File: config.mk
export PLATFORM = sky130hd
export DESIGN_NAME = ptrs_ram
export DESIGN_NICKNAME = d
export VERILOG_FILES = /design/src/sv/ptrs_ram.sv
export SDC_FILE = /design/constraint.sdc
export NUM_CORES = 1
export LEC_CHECK = 0
export CAP_MARGIN = 40
export CORE_MARGIN = 2
export CORE_UTILIZATION = 56
export CTS_CLUSTER_DIAMETER = 40
export CTS_CLUSTER_SIZE = 25
export DETAILED_ROUTE_END_ITERATION = 8
export DONT_BUFFER_PORTS = 1
export GPL_ROUTABILITY_DRIVEN = 0
export GPL_TIMING_DRIVEN = 0
export PLACE_DENSITY = 0.71
export SLEW_MARGIN = 20
export SYNTH_ARGS = -nofsm -noshare
export SYNTH_HDL_FRONTEND = slang
export SYNTH_SLANG_ARGS = --single-unit
File: constraint.sdc
create_clock -name clk -period 1.8 [get_ports clk]
set_input_delay 0.36 -clock clk [delete_from_list [all_inputs] [get_ports clk]]
set_output_delay 0.36 -clock clk [all_outputs]
set_load 0.02 [all_outputs]
File: src/sv/ptrs_ram.sv
// Generic single write port, single read port RAM with registered read data.
// Used for the scheduler's entry store. No dependencies.
`default_nettype none

module ptrs_ram #(
  parameter int WIDTH = 8,
  parameter int DEPTH = 16,
  localparam int AW   = $clog2(DEPTH)
) (
  input  wire logic             clk,
  input  wire logic             wr_en,
  input  wire logic [AW-1:0]    wr_addr,
  input  wire logic [WIDTH-1:0] wr_data,
  input  wire logic             rd_en,
  input  wire logic [AW-1:0]    rd_addr,
  output logic      [WIDTH-1:0] rd_data
);

  logic [WIDTH-1:0] mem [DEPTH];

  always_ff @(posedge clk) begin
    if (wr_en) begin
      mem[wr_addr] <= wr_data;
    end
  end

  // read returns the old contents on a same-address write
  always_ff @(posedge clk) begin
    if (rd_en) begin
      rd_data <= mem[rd_addr];
    end
  end

endmodule

`default_nettype wire

==> flow_summary.toml <==
[critical_path]
regToRegStartpoint = "mem[6][0]$_DFFE_PP_"
r2r_slack_ns = 0.20
cp-end-kind = "flop"
critical_path.startpoint = "mem[6][0]$_DFFE_PP_"
cp.required_ns = 2.05
crit_type = "reg -> reg"
r2r-end = "rd_data[0]$_DFFE_PP_"
critPathMaxFanout = 1
crit_arrival_ns = 1.85
start_kind = "flop"
worstRegToRegCells = 3

[yosys]
syn-cell-area_mm2 = 0.00523
synth_seq_area_share_pct = 78.1
synth_top_area_share_pct = 78.1
syn-instance-count = 229
ys_warn_count = 0
synth_area_per_cell_um2 = 22.8
synth_seq_cells = 136
synth_nets = 248
post_synth_num_cell_types = 18
netlist_top_cells_area = "edfxtp_1, mux4_2, mux4_1"
synth_top_area_cell = "edfxtp_1"

[sta]
finalCriticalPeriod_ns = 1.60
relSlewSlack_pct = 43.8
holdWs_ns = 0.120
final.setup.worst_slack_ns = 0.200
rsz0062_at_grt = "false"
timing.fmax_ghz = 0.625
clock_skew_ns = 0.00687
post-route-period-util_pct = 88.9
finalHoldViolCount = 0
final_max_slew_viol_count = 0
final-setup-viol-count = 0
tightest_slew_ns = 0.840

[power]
pwr-share-clk_pct = 44.4
ir_drop_uv = 641
p_per_area_mw_per_mm2 = 1170
power.switching_mw = 1.51
share_comb_of_total_power_pct = 4.3
netSwitchingFraction_pct = 21.4
power_mw = 7.03
p_int_mw = 5.52
p_seq_share_pct = 51.3
p_leak_nw = 1.94

[detailed_routing]
drc = 0
vias = 2310
drt_pass1_iterations = 4
ant_nets = 0
drtIter0Drc = 237
viasPerCell = 6.06
wl_um = 9450
wire_per_inst_um = 24.8

[clocking]
clock_latency_ns = 0.51
path_clk_slew_ns = 0.06
clockBufferDepth = 2
h-tree-depth = 4
root_buffer = "clkbuf_8"
cts_made_buffers = 17
cts_sinks = 136
cts_tree = "yes"
postCtsSetupBuffers = 0

[die]
core_mm2 = 0.00915
die_w_um = 101
die-area_mm2 = 0.0101
dieHeight_um = 101
start_util_pct = 57.1
fp-row-count = 35
pin_count = 27

[worst_hold_path]
min_path_cells = 1
whs_endpoint = "mem[4][0]$_DFFE_PP_"
hold_path_class = "in -> reg"
hold_path.startpoint = "wr_addr[0]"

[global_routing]
grt_pass1_wl_um = 14100
first_global_vias = 2416
grt_max_degree = 17
antenna_found_initial = 0
grt_overflow = 0
grt_usage_pct = 20.5

[placed_design]
dp_hpwl_um = 5740
place_ws_ns = -0.150
portBuffers = 0
dpl.cell_count = 340

[final_layout]
fin_nets = 276
layout_commonest_cell = "edfxtp_1"
final_cells = 381
antenna-diode-count = 0
area_growth_pct = 15.2
layout_common_cells = "edfxtp_1, mux4_2, a22oi_1, clkbuf_16, mux4_1"
drive_above_1_share_pct = 23.3

[run_status]
outcome = "finished clean"

[run]
maxCapViolCount = 0
[worst max path at each step]
stage	endpoint	slack [ns]	cells past startpoint
finish	rd_data[0]$_DFFE_PP_	0.20	3
global route	rd_data[0]$_DFFE_PP_	0.20	3
CTS	rd_data[0]$_DFFE_PP_	0.22	3
detailed placement	rd_data[0]$_DFFE_PP_	-0.15	5
global placement	mem[8][1]$_DFFE_PP_	-0.21	2
floorplan	rd_data[1]$_DFFE_PP_	0.16	5
[cells by family after synthesis]
family / synth area share, %
AO/OA/AOI/OAI: 2.30
buffers and inverters: 1.65
flip-flops: 78.1
multiplexers: 14.8
AND/OR/NAND/NOR: 3.14
[state kept, by name, summed over array words and instances, names as in the netlist]
register / flops
rd_data: 8
mem: 128
[synthesized netlist by cell type]
master,instances
a22oi_1,16
and2_1,1
and2b_1,1
buf_2,3
buf_4,1
buf_6,3
clkdlybuf4s25_2,3
edfxtp_1,136
mux4_1,14
mux4_2,18
nand2_1,9
nand2b_1,2
nand3_1,1
nand3b_1,2
nor2_1,13
nor2b_1,1
nor3_1,4
or3b_2,1
[area by class of cell]
type	count	area, um2
Buffer	10	86.3
Clock buffer	17	414
Clock inverter	15	130
Fill cell	560	3130
Multi-Input combinational cell	83	1080
Sequential cell	136	4080
Tap cell	111	139
Timing Repair Buffer	9	90.1
[metal layers]
metal	vias up	wire (um)	GRT usage, %
met4	0	110	9.38
met3	8	556	5.34
met1	1183	4060	29.0
met2	78	4720	30.5
met5	-	0	0
li1	1041	-	-
[critical path, stage by stage, from the launching register on]
cell and delay, ns:
edfxtp_1 0.37, mux4_1 0.55, a22oi_1 0.29, nand2_1 0.12
[power by group through the flow]
stage          Sequential, mW  Clock (mW)  Combinational, mW
6_report                 3.61        3.12              0.301
5_1_grt                  3.61        3.27              0.321
4_1_cts                  3.61        3.15              0.304
3_5_place_dp             3.67           0              0.242
3_3_place_gp             3.67           0              0.240
2_1_floorplan            3.67           0              0.180
[metrics by stage]
stage	cell area [um2]	util, %	TNS [ns]
floorplan	5230	-	0
global placement	5370	58.7	-7.25
detailed placement	5390	58.9	-3.86
CTS	6020	65.8	0
global route	6020	65.8	0
finish	6020	65.8	0
[repair_timing]
action | 4_1_cts | 5_1_grt
hold endpoints to repair | 136 | 0
gates resized for setup | 0 | 0
hold buffers | 9 | 0
(Power assumes the default switching activity.)
